[src/msivt_pkg.sv]
// Shared types, constants and helpers for the MSI vector table.
`default_nettype none

package msivt_pkg;

    // Table geometry
    localparam int ENTRIES_DEF = 32;

    // Configuration port geometry: four 64-bit registers at 8-byte spacing
    localparam int ADDR_W    = 5;
    localparam int DATA_W    = 64;
    localparam int REG_SHIFT = 3;

    // Register reset values
    localparam logic [15:0] POOL_BASE_RST  = 16'h1000;
    localparam logic [15:0] POOL_LIMIT_RST = 16'h1FFF;

    // Function codes of a change request
    localparam logic [7:0] FN_MSI     = 8'd1;
    localparam logic [7:0] FN_MSI_ALT = 8'd3;
    localparam logic [7:0] FN_MSIX    = 8'd4;

    typedef enum logic [1:0] {
        ACT_CHANGE = 2'd0,
        ACT_QUERY  = 2'd1,
        ACT_WRITE  = 2'd2
    } action_t;

    typedef enum logic [1:0] {
        ST_OK        = 2'd0,
        ST_HW_ERR    = 2'd1,
        ST_PARAM_ERR = 2'd2
    } status_t;

    typedef enum logic [1:0] {
        ITYPE_NONE = 2'd0,
        ITYPE_MSI  = 2'd1,
        ITYPE_MSIX = 2'd2
    } itype_t;

    typedef enum logic [1:0] {
        REG_BUS_UNIT_ID = 2'd0,
        REG_WINDOW_BASE = 2'd1,
        REG_POOL_BASE   = 2'd2,
        REG_POOL_LIMIT  = 2'd3
    } reg_idx_t;

    typedef enum logic [2:0] {
        S_IDLE,
        S_DISPATCH,
        S_SCAN,
        S_RESOLVE,
        S_WREAD,
        S_FINISH
    } state_t;

    // Kind of result beat to build
    typedef enum logic [2:0] {
        RK_PARAM,
        RK_HW,
        RK_EMPTY,
        RK_GRANT,
        RK_SOURCE,
        RK_PULSE
    } res_kind_t;

    typedef struct packed {
        logic [31:0] device;
        logic [7:0]  count;
        logic [15:0] irq_base;
    } entry_t;

    typedef struct packed {
        logic [63:0] bus_unit_id;
        logic [63:0] window_base;
        logic [15:0] pool_base;
        logic [15:0] pool_limit;
        logic        pool_reload;
        logic [15:0] reload_value;
    } cfg_t;

    // Controller to datapath
    typedef struct packed {
        logic      latch;
        logic      scan_start;
        logic      scan_step;
        logic      scan_stop;
        logic      wr_read;
        logic      alloc;
        logic      res_load;
        res_kind_t res_kind;
        logic      out_load;
    } cmd_t;

    // Datapath to controller
    typedef struct packed {
        action_t action;
        logic    fn_ok;
        logic    bus_ok;
        logic    present;
        logic    cnt_zero;
        logic    win_ok;
        logic    scan_hit;
        logic    scan_end;
        logic    found;
        logic    slot_ok;
        logic    count_match;
        logic    fits;
        logic    out_busy;
    } sts_t;

    // Map a function code to its interrupt kind
    function automatic itype_t irq_type_of(input logic [7:0] fn);
        itype_t t;
        case (fn) inside
            FN_MSI, FN_MSI_ALT: t = ITYPE_MSI;
            FN_MSIX:            t = ITYPE_MSIX;
            default:            t = ITYPE_NONE;
        endcase
        return t;
    endfunction

endpackage

`default_nettype wire

[src/msivt_regs.sv]
// Configuration register file with its APB-style access port.
`default_nettype none

module msivt_regs
    import msivt_pkg::*;
(
    input  wire logic              clk,
    input  wire logic              rst_n,
    input  wire logic              psel,
    input  wire logic              penable,
    input  wire logic              pwrite,
    input  wire logic [ADDR_W-1:0] paddr,
    input  wire logic [DATA_W-1:0] pwdata,
    output logic      [DATA_W-1:0] prdata,
    output logic                   pready,
    output cfg_t                   cfg
);

    logic [63:0] bus_unit_id_reg;
    logic [63:0] window_base_reg;
    logic [15:0] pool_base_reg;
    logic [15:0] pool_limit_reg;
    logic        wr_en;
    reg_idx_t    reg_idx;

    // Decode the access
    assign reg_idx = reg_idx_t'(paddr[ADDR_W-1:REG_SHIFT]);
    assign wr_en   = psel && penable && pwrite;
    assign pready  = 1'b1;

    // Write registers on the access phase
    always_ff @(posedge clk or negedge rst_n)
    begin
        if (!rst_n)
        begin
            bus_unit_id_reg <= '0;
            window_base_reg <= '0;
            pool_base_reg   <= POOL_BASE_RST;
            pool_limit_reg  <= POOL_LIMIT_RST;
        end
        else if (wr_en)
        begin
            unique case (reg_idx)
                REG_BUS_UNIT_ID: bus_unit_id_reg <= pwdata;
                REG_WINDOW_BASE: window_base_reg <= pwdata;
                REG_POOL_BASE:   pool_base_reg   <= pwdata[15:0];
                REG_POOL_LIMIT:  pool_limit_reg  <= pwdata[15:0];
                default:         ;
            endcase
        end
    end

    // Read back
    always_comb
    begin
        unique case (reg_idx)
            REG_BUS_UNIT_ID: prdata = bus_unit_id_reg;
            REG_WINDOW_BASE: prdata = window_base_reg;
            REG_POOL_BASE:   prdata = {48'd0, pool_base_reg};
            REG_POOL_LIMIT:  prdata = {48'd0, pool_limit_reg};
            default:         prdata = '0;
        endcase
    end

    // Hand the settings on; a pool base write also reloads the bump pointer
    always_comb
    begin
        cfg.bus_unit_id  = bus_unit_id_reg;
        cfg.window_base  = window_base_reg;
        cfg.pool_base    = pool_base_reg;
        cfg.pool_limit   = pool_limit_reg;
        cfg.pool_reload  = wr_en && (reg_idx == REG_POOL_BASE);
        cfg.reload_value = pwdata[15:0];
    end

endmodule

`default_nettype wire

[src/msivt_ctrl.sv]
// Request sequencer: dispatch, table scan, resolution and result hand-off.
`default_nettype none

module msivt_ctrl
    import msivt_pkg::*;
(
    input  wire logic clk,
    input  wire logic rst_n,
    input  wire logic in_valid,
    output logic      in_stall,
    input  sts_t      sts,
    output cmd_t      cmd
);

    state_t state_reg;
    state_t state_next;

    // State register
    always_ff @(posedge clk or negedge rst_n)
    begin
        if (!rst_n)
        begin
            state_reg <= S_IDLE;
        end
        else
        begin
            state_reg <= state_next;
        end
    end

    // Next state and commands
    always_comb
    begin
        state_next = state_reg;
        cmd        = '0;
        in_stall   = 1'b1;
        unique case (state_reg)
            S_IDLE:
            begin
                in_stall = 1'b0;
                if (in_valid)
                begin
                    cmd.latch  = 1'b1;
                    state_next = S_DISPATCH;
                end
            end

            S_DISPATCH:
            begin
                unique case (sts.action)
                    ACT_CHANGE:
                    begin
                        if (!sts.fn_ok || !sts.bus_ok || !sts.present)
                        begin
                            cmd.res_load = 1'b1;
                            cmd.res_kind = RK_PARAM;
                            state_next   = S_FINISH;
                        end
                        else
                        begin
                            cmd.scan_start = 1'b1;
                            state_next     = S_SCAN;
                        end
                    end
                    ACT_QUERY:
                    begin
                        if (!sts.bus_ok)
                        begin
                            cmd.res_load = 1'b1;
                            cmd.res_kind = RK_PARAM;
                            state_next   = S_FINISH;
                        end
                        else
                        begin
                            cmd.scan_start = 1'b1;
                            state_next     = S_SCAN;
                        end
                    end
                    ACT_WRITE:
                    begin
                        if (!sts.win_ok)
                        begin
                            cmd.res_load = 1'b1;
                            cmd.res_kind = RK_EMPTY;
                            state_next   = S_FINISH;
                        end
                        else
                        begin
                            cmd.wr_read = 1'b1;
                            state_next  = S_WREAD;
                        end
                    end
                    default:
                    begin
                        cmd.res_load = 1'b1;
                        cmd.res_kind = RK_PARAM;
                        state_next   = S_FINISH;
                    end
                endcase
            end

            // Stop on a match, else on the first free entry or the table end
            S_SCAN:
            begin
                if (sts.scan_hit || sts.scan_end)
                begin
                    cmd.scan_stop = 1'b1;
                    state_next    = S_RESOLVE;
                end
                else
                begin
                    cmd.scan_step = 1'b1;
                end
            end

            S_RESOLVE:
            begin
                cmd.res_load = 1'b1;
                state_next   = S_FINISH;
                if (sts.action == ACT_QUERY)
                begin
                    cmd.res_kind = sts.found ? RK_SOURCE : RK_HW;
                end
                else if (sts.cnt_zero)
                begin
                    cmd.res_kind = sts.found ? RK_EMPTY : RK_HW;
                end
                else if (sts.found)
                begin
                    cmd.res_kind = sts.count_match ? RK_GRANT : RK_HW;
                end
                else if (!sts.slot_ok || !sts.fits)
                begin
                    cmd.res_kind = RK_HW;
                end
                else
                begin
                    cmd.alloc    = 1'b1;
                    cmd.res_kind = RK_GRANT;
                end
            end

            S_WREAD:
            begin
                cmd.res_load = 1'b1;
                cmd.res_kind = RK_PULSE;
                state_next   = S_FINISH;
            end

            // Hold the result until the output register is free
            S_FINISH:
            begin
                if (!sts.out_busy)
                begin
                    cmd.out_load = 1'b1;
                    state_next   = S_IDLE;
                end
            end

            default:
            begin
                state_next = S_IDLE;
            end
        endcase
    end

endmodule

`default_nettype wire

[src/msivt_dp.sv]
// Datapath: request latch, entry memory, scan counter, allocator and result registers.
`default_nettype none

module msivt_dp
    import msivt_pkg::*;
#(
    parameter int ENTRIES = ENTRIES_DEF
)(
    input  wire logic        clk,
    input  wire logic        rst_n,
    input  cmd_t             cmd,
    output sts_t             sts,
    input  cfg_t             cfg,
    input  wire logic [1:0]  action,
    input  wire logic [63:0] bus_id,
    input  wire logic        device_present,
    input  wire logic [31:0] device_addr,
    input  wire logic [7:0]  function_code,
    input  wire logic [7:0]  vector_count,
    input  wire logic [31:0] sequence_number,
    input  wire logic [15:0] vector_index,
    input  wire logic [20:0] window_offset,
    input  wire logic [15:0] message_data,
    input  wire logic        out_stall,
    output logic             out_valid,
    output logic      [1:0]  status,
    output logic      [7:0]  granted_count,
    output logic      [31:0] next_sequence,
    output logic      [1:0]  interrupt_type,
    output logic      [63:0] message_base,
    output logic      [15:0] source_number,
    output logic             edge_trigger,
    output logic             pulse_valid,
    output logic      [15:0] pulse_irq
);

    localparam int IW = (ENTRIES > 1) ? $clog2(ENTRIES) : 1;
    localparam int CW = $clog2(ENTRIES + 1);
    localparam logic [CW-1:0] END_IDX = CW'(ENTRIES);
    localparam logic [8:0]    WIN_LIM = 9'(ENTRIES);

    // Latched request
    logic [1:0]  action_reg;
    logic [63:0] bus_id_reg;
    logic        present_reg;
    logic [31:0] dev_reg;
    logic [7:0]  fn_reg;
    logic [7:0]  cnt_reg;
    logic [31:0] seq_reg;
    logic [15:0] vidx_reg;
    logic [20:0] off_reg;
    logic [15:0] mdata_reg;

    // Table
    entry_t              entry_mem [ENTRIES];
    logic [ENTRIES-1:0]  valid_reg;
    entry_t              rd_entry_reg;
    logic                rd_valid_reg;
    logic [IW-1:0]       rd_idx_reg;
    logic                rd_en;
    logic [IW-1:0]       rd_addr;

    // Scan and allocation
    logic [CW-1:0] idx_reg;
    logic          pend_reg;
    logic          found_reg;
    logic          slot_ok_reg;
    logic [15:0]   next_free_reg;
    logic [15:0]   start_reg;
    logic [16:0]   block_end;
    logic [8:0]    win_wide;
    logic [IW-1:0] win_addr;
    logic [IW-1:0] slot_addr;
    logic [IW-1:0] sel_idx;
    logic          idx_at_end;
    logic          slot_free;
    logic [15:0]   pulse_base;
    logic [15:0]   pulse_vec;

    // Result staging
    status_t     res_status_reg;
    logic [7:0]  res_granted_reg;
    logic [31:0] res_next_seq_reg;
    itype_t      res_itype_reg;
    logic [63:0] res_base_reg;
    logic [15:0] res_source_reg;
    logic        res_edge_reg;
    logic        res_pulse_valid_reg;
    logic [15:0] res_pulse_irq_reg;

    // Output register
    logic        out_valid_reg;
    logic [1:0]  out_status_reg;
    logic [7:0]  out_granted_reg;
    logic [31:0] out_next_seq_reg;
    logic [1:0]  out_itype_reg;
    logic [63:0] out_base_reg;
    logic [15:0] out_source_reg;
    logic        out_edge_reg;
    logic        out_pulse_valid_reg;
    logic [15:0] out_pulse_irq_reg;

    // Capture the input beat
    always_ff @(posedge clk)
    begin
        if (cmd.latch)
        begin
            action_reg  <= action;
            bus_id_reg  <= bus_id;
            present_reg <= device_present;
            dev_reg     <= device_addr;
            fn_reg      <= function_code;
            cnt_reg     <= vector_count;
            seq_reg     <= sequence_number;
            vidx_reg    <= vector_index;
            off_reg     <= window_offset;
            mdata_reg   <= message_data;
        end
    end

    // Address decode
    assign win_wide   = {4'd0, off_reg[20:16]};
    assign win_addr   = win_wide[IW-1:0];
    assign slot_addr  = idx_reg[IW-1:0];
    assign idx_at_end = (idx_reg == END_IDX);
    assign slot_free  = idx_at_end ? 1'b1 : !valid_reg[slot_addr];
    assign rd_en      = cmd.scan_step || cmd.wr_read;
    assign rd_addr    = cmd.scan_step ? slot_addr : win_addr;
    assign sel_idx    = found_reg ? rd_idx_reg : slot_addr;
    assign block_end  = {1'b0, start_reg} + {9'd0, cnt_reg};
    assign pulse_base = rd_valid_reg ? rd_entry_reg.irq_base : 16'd0;
    assign pulse_vec  = {2'b00, off_reg[15:2]} | mdata_reg;

    // Entry memory: one write port, one registered read port
    always_ff @(posedge clk)
    begin
        if (rd_en)
        begin
            rd_entry_reg <= entry_mem[rd_addr];
            rd_valid_reg <= valid_reg[rd_addr];
            rd_idx_reg   <= rd_addr;
        end
        if (cmd.alloc)
        begin
            entry_mem[slot_addr] <= '{device: dev_reg, count: cnt_reg, irq_base: start_reg};
        end
    end

    // Block start is the larger of the bump pointer and the pool base
    always_ff @(posedge clk)
    begin
        start_reg <= (next_free_reg > cfg.pool_base) ? next_free_reg : cfg.pool_base;
    end

    // Valid bits, scan counter and bump pointer
    always_ff @(posedge clk or negedge rst_n)
    begin
        if (!rst_n)
        begin
            valid_reg     <= '0;
            idx_reg       <= '0;
            pend_reg      <= 1'b0;
            found_reg     <= 1'b0;
            slot_ok_reg   <= 1'b0;
            next_free_reg <= POOL_BASE_RST;
        end
        else
        begin
            if (cmd.scan_start)
            begin
                idx_reg  <= '0;
                pend_reg <= 1'b0;
            end
            else if (cmd.scan_step)
            begin
                idx_reg  <= idx_reg + CW'(1);
                pend_reg <= 1'b1;
            end
            if (cmd.scan_stop)
            begin
                found_reg   <= sts.scan_hit;
                slot_ok_reg <= !idx_at_end;
            end
            if (cmd.alloc)
            begin
                valid_reg[slot_addr] <= 1'b1;
            end
            if (cfg.pool_reload)
            begin
                next_free_reg <= cfg.reload_value;
            end
            else if (cmd.alloc)
            begin
                next_free_reg <= block_end[15:0];
            end
        end
    end

    // Status to the controller
    always_comb
    begin
        sts.action      = action_t'(action_reg);
        sts.fn_ok       = (irq_type_of(fn_reg) != ITYPE_NONE);
        sts.bus_ok      = (bus_id_reg == cfg.bus_unit_id);
        sts.present     = present_reg;
        sts.cnt_zero    = (cnt_reg == 8'd0);
        sts.win_ok      = (win_wide < WIN_LIM);
        sts.scan_hit    = pend_reg && (rd_entry_reg.device == dev_reg);
        sts.scan_end    = slot_free;
        sts.found       = found_reg;
        sts.slot_ok     = slot_ok_reg;
        sts.count_match = (rd_entry_reg.count == cnt_reg);
        sts.fits        = (block_end <= ({1'b0, cfg.pool_limit} + 17'd1));
        sts.out_busy    = out_valid_reg && out_stall;
    end

    // Build the result beat
    always_ff @(posedge clk)
    begin
        if (cmd.res_load)
        begin
            res_status_reg      <= ST_OK;
            res_granted_reg     <= '0;
            res_next_seq_reg    <= '0;
            res_itype_reg       <= ITYPE_NONE;
            res_base_reg        <= '0;
            res_source_reg      <= '0;
            res_edge_reg        <= 1'b0;
            res_pulse_valid_reg <= 1'b0;
            res_pulse_irq_reg   <= '0;
            case (cmd.res_kind)
                RK_PARAM: res_status_reg <= ST_PARAM_ERR;
                RK_HW:    res_status_reg <= ST_HW_ERR;
                RK_EMPTY: ;
                RK_GRANT:
                begin
                    res_granted_reg  <= cnt_reg;
                    res_next_seq_reg <= seq_reg + 32'd1;
                    res_itype_reg    <= irq_type_of(fn_reg);
                    res_base_reg     <= cfg.window_base | (64'(sel_idx) << 16);
                end
                RK_SOURCE:
                begin
                    res_source_reg <= rd_entry_reg.irq_base + vidx_reg;
                    res_edge_reg   <= 1'b1;
                end
                RK_PULSE:
                begin
                    res_pulse_valid_reg <= 1'b1;
                    res_pulse_irq_reg   <= pulse_base + pulse_vec;
                end
                default: ;
            endcase
        end
    end

    // Output register: load when free, drop once taken
    always_ff @(posedge clk or negedge rst_n)
    begin
        if (!rst_n)
        begin
            out_valid_reg <= 1'b0;
        end
        else if (cmd.out_load)
        begin
            out_valid_reg <= 1'b1;
        end
        else if (out_valid_reg && !out_stall)
        begin
            out_valid_reg <= 1'b0;
        end
    end

    always_ff @(posedge clk)
    begin
        if (cmd.out_load)
        begin
            out_status_reg      <= res_status_reg;
            out_granted_reg     <= res_granted_reg;
            out_next_seq_reg    <= res_next_seq_reg;
            out_itype_reg       <= res_itype_reg;
            out_base_reg        <= res_base_reg;
            out_source_reg      <= res_source_reg;
            out_edge_reg        <= res_edge_reg;
            out_pulse_valid_reg <= res_pulse_valid_reg;
            out_pulse_irq_reg   <= res_pulse_irq_reg;
        end
    end

    assign out_valid      = out_valid_reg;
    assign status         = out_status_reg;
    assign granted_count  = out_granted_reg;
    assign next_sequence  = out_next_seq_reg;
    assign interrupt_type = out_itype_reg;
    assign message_base   = out_base_reg;
    assign source_number  = out_source_reg;
    assign edge_trigger   = out_edge_reg;
    assign pulse_valid    = out_pulse_valid_reg;
    assign pulse_irq      = out_pulse_irq_reg;

endmodule

`default_nettype wire

[src/msi_vector_table.sv]
// Top level of the MSI vector table: register port, sequencer and datapath.
`default_nettype none

// The block keeps a table of ENTRIES message-signalled-interrupt entries, each
// holding a device address, a vector count and a base interrupt number, and
// serves one request at a time: change (grant or check vectors for a device),
// query (translate a device vector to an interrupt number) and message write
// (decode entry and vector from the window offset and pulse the interrupt).
// Change and query requests walk the table one entry per cycle through the
// single read port of the entry memory, stopping at a match, at the first
// free entry or at the end of the table. A new request is taken as soon as
// the sequencer is back in idle, even while the previous result still waits
// in the output register. The table is empty straight after reset
// (per-entry valid bits), entries are never freed, and a write to the pool
// base register also reloads the interrupt allocator. Registers sit at byte
// address 8*i: bus unit id, window base, pool base, pool limit.

module msi_vector_table
    import msivt_pkg::*;
#(
    parameter int ENTRIES = ENTRIES_DEF
)(
    input  wire logic              clk,
    input  wire logic              rst_n,
    // request channel
    input  wire logic              in_valid,
    output logic                   in_stall,
    input  wire logic [1:0]        action,
    input  wire logic [63:0]       bus_id,
    input  wire logic              device_present,
    input  wire logic [31:0]       device_addr,
    input  wire logic [7:0]        function_code,
    input  wire logic [7:0]        vector_count,
    input  wire logic [31:0]       sequence_number,
    input  wire logic [15:0]       vector_index,
    input  wire logic [20:0]       window_offset,
    input  wire logic [15:0]       message_data,
    // result channel
    output logic                   out_valid,
    input  wire logic              out_stall,
    output logic      [1:0]        status,
    output logic      [7:0]        granted_count,
    output logic      [31:0]       next_sequence,
    output logic      [1:0]        interrupt_type,
    output logic      [63:0]       message_base,
    output logic      [15:0]       source_number,
    output logic                   edge_trigger,
    output logic                   pulse_valid,
    output logic      [15:0]       pulse_irq,
    // configuration port
    input  wire logic              psel,
    input  wire logic              penable,
    input  wire logic              pwrite,
    input  wire logic [ADDR_W-1:0] paddr,
    input  wire logic [DATA_W-1:0] pwdata,
    output logic      [DATA_W-1:0] prdata,
    output logic                   pready
);

    cfg_t cfg;
    cmd_t cmd;
    sts_t sts;

    // Configuration registers
    msivt_regs u_regs (
        .clk     (clk),
        .rst_n   (rst_n),
        .psel    (psel),
        .penable (penable),
        .pwrite  (pwrite),
        .paddr   (paddr),
        .pwdata  (pwdata),
        .prdata  (prdata),
        .pready  (pready),
        .cfg     (cfg)
    );

    // Sequencer
    msivt_ctrl u_ctrl (
        .clk      (clk),
        .rst_n    (rst_n),
        .in_valid (in_valid),
        .in_stall (in_stall),
        .sts      (sts),
        .cmd      (cmd)
    );

    // Datapath
    msivt_dp #(
        .ENTRIES (ENTRIES)
    ) u_dp (
        .clk             (clk),
        .rst_n           (rst_n),
        .cmd             (cmd),
        .sts             (sts),
        .cfg             (cfg),
        .action          (action),
        .bus_id          (bus_id),
        .device_present  (device_present),
        .device_addr     (device_addr),
        .function_code   (function_code),
        .vector_count    (vector_count),
        .sequence_number (sequence_number),
        .vector_index    (vector_index),
        .window_offset   (window_offset),
        .message_data    (message_data),
        .out_stall       (out_stall),
        .out_valid       (out_valid),
        .status          (status),
        .granted_count   (granted_count),
        .next_sequence   (next_sequence),
        .interrupt_type  (interrupt_type),
        .message_base    (message_base),
        .source_number   (source_number),
        .edge_trigger    (edge_trigger),
        .pulse_valid     (pulse_valid),
        .pulse_irq       (pulse_irq)
    );

    // One request in flight: an accepted beat closes the request channel
    a_one_in_flight: assert property (@(posedge clk) disable iff (!rst_n)
        (in_valid && !in_stall) |=> in_stall)
        else $error("request accepted while another is in flight");

    // A pulse only comes with a successful message write
    a_pulse_ok: assert property (@(posedge clk) disable iff (!rst_n)
        (out_valid && pulse_valid) |-> (status == ST_OK && !edge_trigger
            && granted_count == 8'd0))
        else $error("pulse beat carries other result fields");

    // A translated source is a successful query and nothing else
    a_source_ok: assert property (@(posedge clk) disable iff (!rst_n)
        (out_valid && edge_trigger) |-> (status == ST_OK && !pulse_valid
            && interrupt_type == ITYPE_NONE))
        else $error("query beat carries other result fields");

    // A grant always names its interrupt kind
    a_grant_kind: assert property (@(posedge clk) disable iff (!rst_n)
        (out_valid && granted_count != 8'd0) |-> (status == ST_OK
            && (interrupt_type == ITYPE_MSI || interrupt_type == ITYPE_MSIX)))
        else $error("grant without interrupt kind");

endmodule

`default_nettype wire

[config.mk]
export PLATFORM = sky130hd
export DESIGN_NAME = msi_vector_table
export DESIGN_NICKNAME = d
export VERILOG_FILES = /design/src/msivt_pkg.sv /design/src/msivt_regs.sv /design/src/msivt_ctrl.sv /design/src/msivt_dp.sv /design/src/msi_vector_table.sv
export SDC_FILE = /design/constraint.sdc
export NUM_CORES = 2
export LEC_CHECK = 0
export BUFFER_PORTS_ARGS = -buffer_cell sky130_fd_sc_hd__buf_2
export CAP_MARGIN = 20
export CORE_ASPECT_RATIO = 1.5
export CORE_UTILIZATION = 55
export CTS_CLUSTER_DIAMETER = 150
export DETAILED_ROUTE_END_ITERATION = 10
export GPL_ROUTABILITY_DRIVEN = 0
export PLACE_DENSITY = 0.83
export REMOVE_ABC_BUFFERS = 1
export SLEW_MARGIN = 20
export SYNTH_ARGS = -nofsm -noshare
export SYNTH_HDL_FRONTEND = slang
export SYNTH_HIERARCHICAL = 1
export SYNTH_SLANG_ARGS = --single-unit
[constraint.sdc]
create_clock -name clk -period 13.7 [get_ports clk]
set_input_delay 4.11 -clock clk [delete_from_list [all_inputs] [get_ports clk]]
set_output_delay 4.11 -clock clk [all_outputs]
set_load 0.05 [all_outputs]
# Word-level counts from Yosys, hierarchy flattened
# Memories as Yosys holds them, arrays and structs flattened. A register that Yosys moved wholly into a read port is not among the register bits.
# Cells that the tools add are included.
[totals] register_bits=727 ram_bits=1792 wordCells=186 memories=1
[classes] add_sub_neg=6 magnitude_cmp=6 n_eq_ne=24 mux=67 bitwise_logic=3 reduce_logical=36
[mem_list] name="u_dp.entry_mem" depth=32 word_bits=56 read_ports=1 rd_ports_with_merged_regs=1 write_ports=1 line="msivt_dp.sv:55" rtl="entry_t entry_mem [ENTRIES];"
[op_table] op="64-bit case mux with 4 select lines" n=1
[op_table] op="64-bit equality test" n=1
[op_table] op="16-bit two-way mux" n=4
[op_table] op="64-bit by 21-bit OR with 64-bit output" n=1
[op_table] op="16-bit adder" n=2
[op_table] op="32-bit by 1-bit adder with 32-bit output, second input constant" n=1
[op_table] op="32-bit equality test" n=1
[op_table] op="32-bit OR" n=1
[op_table] op="1-bit two-way mux" n=31
[op_table] op="3-bit two-way mux" n=9
[op_table] op="4-bit case mux with 3 select lines" n=2
[op_table] op="5-bit by 6-bit < comparator with 1-bit output, second input constant" n=3
[op_table] op="16-bit by 1-bit adder with 17-bit output, second input constant" n=1
[op_table] op="16-bit by 8-bit adder with 17-bit output" n=1
[op_table] op="17-bit less-or-equal comparator" n=1
[op_table] op="16-bit greater-than comparator" n=1
[op_table] op="14-bit by 16-bit OR with 16-bit output" n=1
[op_table] op="3-bit case mux with 5 select lines" n=1
[op_table] op="3-bit equality test, second input constant" n=4
[op_table] op="2-bit two-way mux" n=6
[op_table] op="4-bit two-way mux" n=3
[op_table] op="6-bit two-way mux" n=2
[op_table] op="1-bit binary-select mux with 5-bit select" n=2
[op_table] op="5-bit two-way mux" n=2
[op_table] op="other kinds (27)" n=60

# Depth between registers and ports, before layout
[logic_depth] depth_word=12 depth_mapped=21 mapped_depth_nobuf=20

# Hierarchy
# The synthesis kept the hierarchy.
[by_module_without_submodules] module="msivt_dp" instances=1 cells_each=6349 area_each_um2=94912.3
[by_module_without_submodules] module="msivt_regs" instances=1 cells_each=488 area_each_um2=7472.2
[by_module_without_submodules] module="msivt_ctrl" instances=1 cells_each=57 area_each_um2=371.6

# Worst setup path after synthesis
# Ideal clock, no wire load.
[synth_path] path_type="input-to-reg" from="in in_valid" to="reg u_dp.action_reg[0], enable pin" setup_ns=0.760 t_arrival_ns=12.283 t_required_ns=12.940 slack_ns=0.657 cell_stages=2 path_buffers=0 path_cell_list="inv_1 -> nor2_1"
[synth_rtl] element="start, declared" line="msi_vector_table.sv:26" rtl="input wire logic in_valid,"
[synth_rtl] element="end signal, assigned" line="msivt_dp.sv:108" rtl="action_reg <= action;"
[synth_rtl] element="end, declared" line="msivt_dp.sv:43" rtl="logic [1:0] action_reg;"

# Worst setup path after layout
[layout_path] from="in paddr[3]" to="out prdata[16]"
[layout_via] elab_chain_cells=2
[layout_rtl] element="start, declared" line="msi_vector_table.sv:54" rtl="input wire logic [ADDR_W-1:0] paddr,"
[layout_rtl] element="2-bit equality test, or another cell as far along" line="msivt_regs.sv:56" rtl="unique case (reg_idx)"
[layout_rtl] element="64-bit case mux with 4 select lines *" line="msivt_regs.sv:56"
[layout_rtl] element="end, declared" line="msi_vector_table.sv:56" rtl="output logic [DATA_W-1:0] prdata,"
# Every way passes the cells marked *; elsewhere a longest branch is shown, timed or not.

==> impl_metrics.env <==
export IMPL_post_cts_buffers=0
export IMPL_fp_coreArea_sq_um=185000
export IMPL_yosys_top_cells_count="2336 x edfxtp_1, 1096 x nand2_1, 378 x o21ai_0"
export IMPL_portBuffers=478
export IMPL_post_dp_hpwl_um=156300
export IMPL_final_cells=9955
export IMPL_synthToLayoutAreaGrowth_pct=11.87
export IMPL_worstPathMaxFanout=36
export IMPL_die_width_um=354.9
export IMPL_yosysSeqAreaShare_pct=73.98
export IMPL_ctsResizeCount=0
export IMPL_grt_pass1_vias=64770
export IMPL_p_per_area_nw_per_um2=174.9
export IMPL_top_level_ports=485
export IMPL_cts_tree="built"
export IMPL_regMostFlops="u_dp/entry_mem"
export IMPL_rows=193
export IMPL_fmax_ghz=0.09590
export IMPL_post_drt_wl_per_cell_um=28.70
export IMPL_cpLargestDelayFamily="buffers and inverters"
export IMPL_grt_use_met2_pct=48.78
export IMPL_placed_area_sq_um=107900
export IMPL_cts_inserted_buffers=219
export IMPL_arrival_ns=6.32
export IMPL_dieHeight_um=531.4
export IMPL_clockBufferDepth=4
export IMPL_drv_slew=0
export IMPL_holdCritPathClass="reg -> reg"
export IMPL_avgSynthCellArea_sq_um=14.91
export IMPL_vdd_ir_drop_max_uv=202.1
export IMPL_hold_viol=0
export IMPL_yosysUniqueCellTypes=77
export IMPL_cts_root_buf="clkbuf_16"
export IMPL_path_clk_slew_ns=0.07
export IMPL_total_power_mw=20.11
export IMPL_critical_path_class="in -> out"
export IMPL_vias=64600
export IMPL_vias_per_cell=6.489
export IMPL_cts_max_level=4
export IMPL_netlist_area_sq_um=102800
export IMPL_use_met3_pct=6.923
export IMPL_ant_nets=0
export IMPL_cts_sinks=2573
export IMPL_fin_ws_ns=3.272
export IMPL_critPathRequiredTime_ns=9.59
export IMPL_nNetsFinal=7687
export IMPL_netlist_area_leader_share_pct=68.27
export IMPL_dieArea_sq_um=188600
export IMPL_wl_um=285800
export IMPL_syn_inst=6894
export IMPL_fin_tns_setup_ns=0
export IMPL_ys_seq_elements=2573
export IMPL_place_ws_ns=3.626
export IMPL_fin_crit_ns=10.43
export IMPL_grtUsageTotal_pct=29.61
export IMPL_crit_top_cell="buf_4"
export IMPL_clkLatencyLatePin_ns=0.89
export IMPL_grt_use_met1_pct=33.74
export IMPL_start_kind="primary input"
export IMPL_largest_reg_flops=1792
export IMPL_setup_viol=0
export IMPL_worst_pin_slew_ns=1.271
export IMPL_grt_setup_unrepaired="false"
export IMPL_antenna_found_initial=39
export IMPL_grt_pass1_wl_um=410600
export IMPL_grt_max_degree=226
export IMPL_synth_largest_area_cell="edfxtp_1"
export IMPL_slew_headroom_pct=14.69
export IMPL_synth_main_ff_cell="edfxtp_1"
export IMPL_grt_ovfl_total=0
export IMPL_status="completed"
export IMPL_busiest_layer="met2"
export IMPL_cpMaxStageDelayCell="nor2_1"
export IMPL_hold_buffers=0
export IMPL_path_cells="buf_4, buf_4, mux2i_1, nor2_1, buf_2"
export IMPL_finalInstanceArea_sq_um=115000
export IMPL_path_buf_inv=3
export IMPL_synthTopCellsByArea="edfxtp_1 68%, dfrtp_1 5.0%, nand2_1 4.0%"
export IMPL_cap_violations=0
export IMPL_drc=0
export IMPL_cp_slowest_stage_delay_ns=0.65
export IMPL_yosysWarnings=6
export IMPL_synthArstFlopShare_pct=8.589
export IMPL_synth_edff_count=2336
export IMPL_drtIter0Drc=9418
export IMPL_holdWs_ns=0.3936
export IMPL_dp_cells=9543
export IMPL_finalClockSkew_ns=0.07862
export IMPL_drive_gt1_share_pct=17.49
export IMPL_yosysMostFrequentCell="edfxtp_1"
export IMPL_p_leak_nw=40.21
export IMPL_firstDrtPassIters=10
export IMPL_finish_utilization_pct=62.15
export IMPL_start_util_pct=55.55
export IMPL_min_period_over_period_pct=76.11
export IMPL_crit_path_end_kind="primary output"
-- per-layer routing --
metal / wire (um) / up-vias
met5: 333 / -
met2: 137500 / 4959
li1: - / 26810
met3: 35160 / 1290
met1: 88980 / 31490
met4: 23790 / 48
-- final timing paths --
path,startpoint,end,slack [ns],depth (start not counted)
max,paddr[3],prdata[16],3.27,5
min,u_dp/res_source_reg[14],u_dp/source_number[14],0.39,0
max reg2reg,u_dp/dev_reg[7],u_dp/rd_entry_reg[11],4.96,16
min reg2reg,u_dp/res_source_reg[14],u_dp/source_number[14],0.39,0
max in group asynchronous,rst_n,u_regs/window_base_reg[37],8.15,3
min in group asynchronous,rst_n,u_regs/window_base_reg[23],3.29,1
-- worst reg2reg max path, stage by stage (launching register included) --
cell and delay [ns]:
edfxtp_1 1.00, xnor2_1 0.25, nand4_1 0.38, nor4_1 0.72
nand4_1 0.31, nor4_2 0.79, nor3_2 0.10, buf_4 0.31
mux2i_4 0.31, buf_4 0.81, buf_4 0.91, buf_12 0.73
nand2_1 0.37, and3_1 0.21, a31oi_1 0.20, o22ai_1 0.12
a311oi_1 0.83
-- layout make-up --
cell class / count / area [sq um]
Inverter: 46 / 187.7
Multi-Input combinational cell: 3879 / 25180
Timing Repair Buffer: 612 / 3558
Antenna cell: 18 / 45.04
Tap cell: 2437 / 3049
Clock buffer: 259 / 5776
Sequential cell: 2573 / 76020
Clock inverter: 131 / 1140
Fill cell: 12310 / 70020
-- cells in the final DEF, fill, tap and decap left out, types with 13 or more instances in the layout --
master	Yosys	final
a2111oi_0	58	58
a211oi_1	15	15
a21o_1	22	21
a21oi_1	148	148
a311oi_1	59	58
a31oi_1	175	174
a32oi_1	58	57
and2_1	90	90
and3_1	130	130
buf_2	69	476
buf_4	58	125
bufinv_16	0	17
clkbuf_1	239	30
clkbuf_16	0	223
clkinv_1	0	48
clkinv_2	0	36
clkinvlp_4	0	15
dfrtp_1	206	206
dfstp_2	15	15
diode_2	0	18
edfxtp_1	2336	2336
ha_1	77	77
inv_1	44	43
mux2_2	110	109
mux2_4	60	61
mux2i_1	114	114
mux4_2	81	81
nand2_1	1096	1091
nand2b_1	241	241
nand3_1	153	152
nand4_1	145	145
nor2_1	202	167
nor2_4	0	36
nor2b_1	13	13
nor4_1	22	20
o21ai_0	378	377
o22ai_1	62	62
or2_2	51	50
xnor2_1	69	69
xor2_1	122	122
-- where the power goes --
group	total, mW	leakage, nW	switching, mW	internal, mW
clock	6.10	3.36	2.77	3.33
sequential	10.3	24.2	0.525	9.77
combinational	3.71	12.7	2.69	1.02
-- cells by family after synthesis --
family	count (synthesis)	share of synthesized area, %
flip-flops	2573	73.98
AND/OR/NAND/NOR	2205	10.14
AO/OA/AOI/OAI	1024	6.170
buffers and inverters	442	1.969
multiplexers	377	5.110
XOR/XNOR	191	1.628
adder cells (fa/ha/maj)	80	0.9960
other	2	0.007309
No activity file was read; power rests on OpenSTA's default activity.
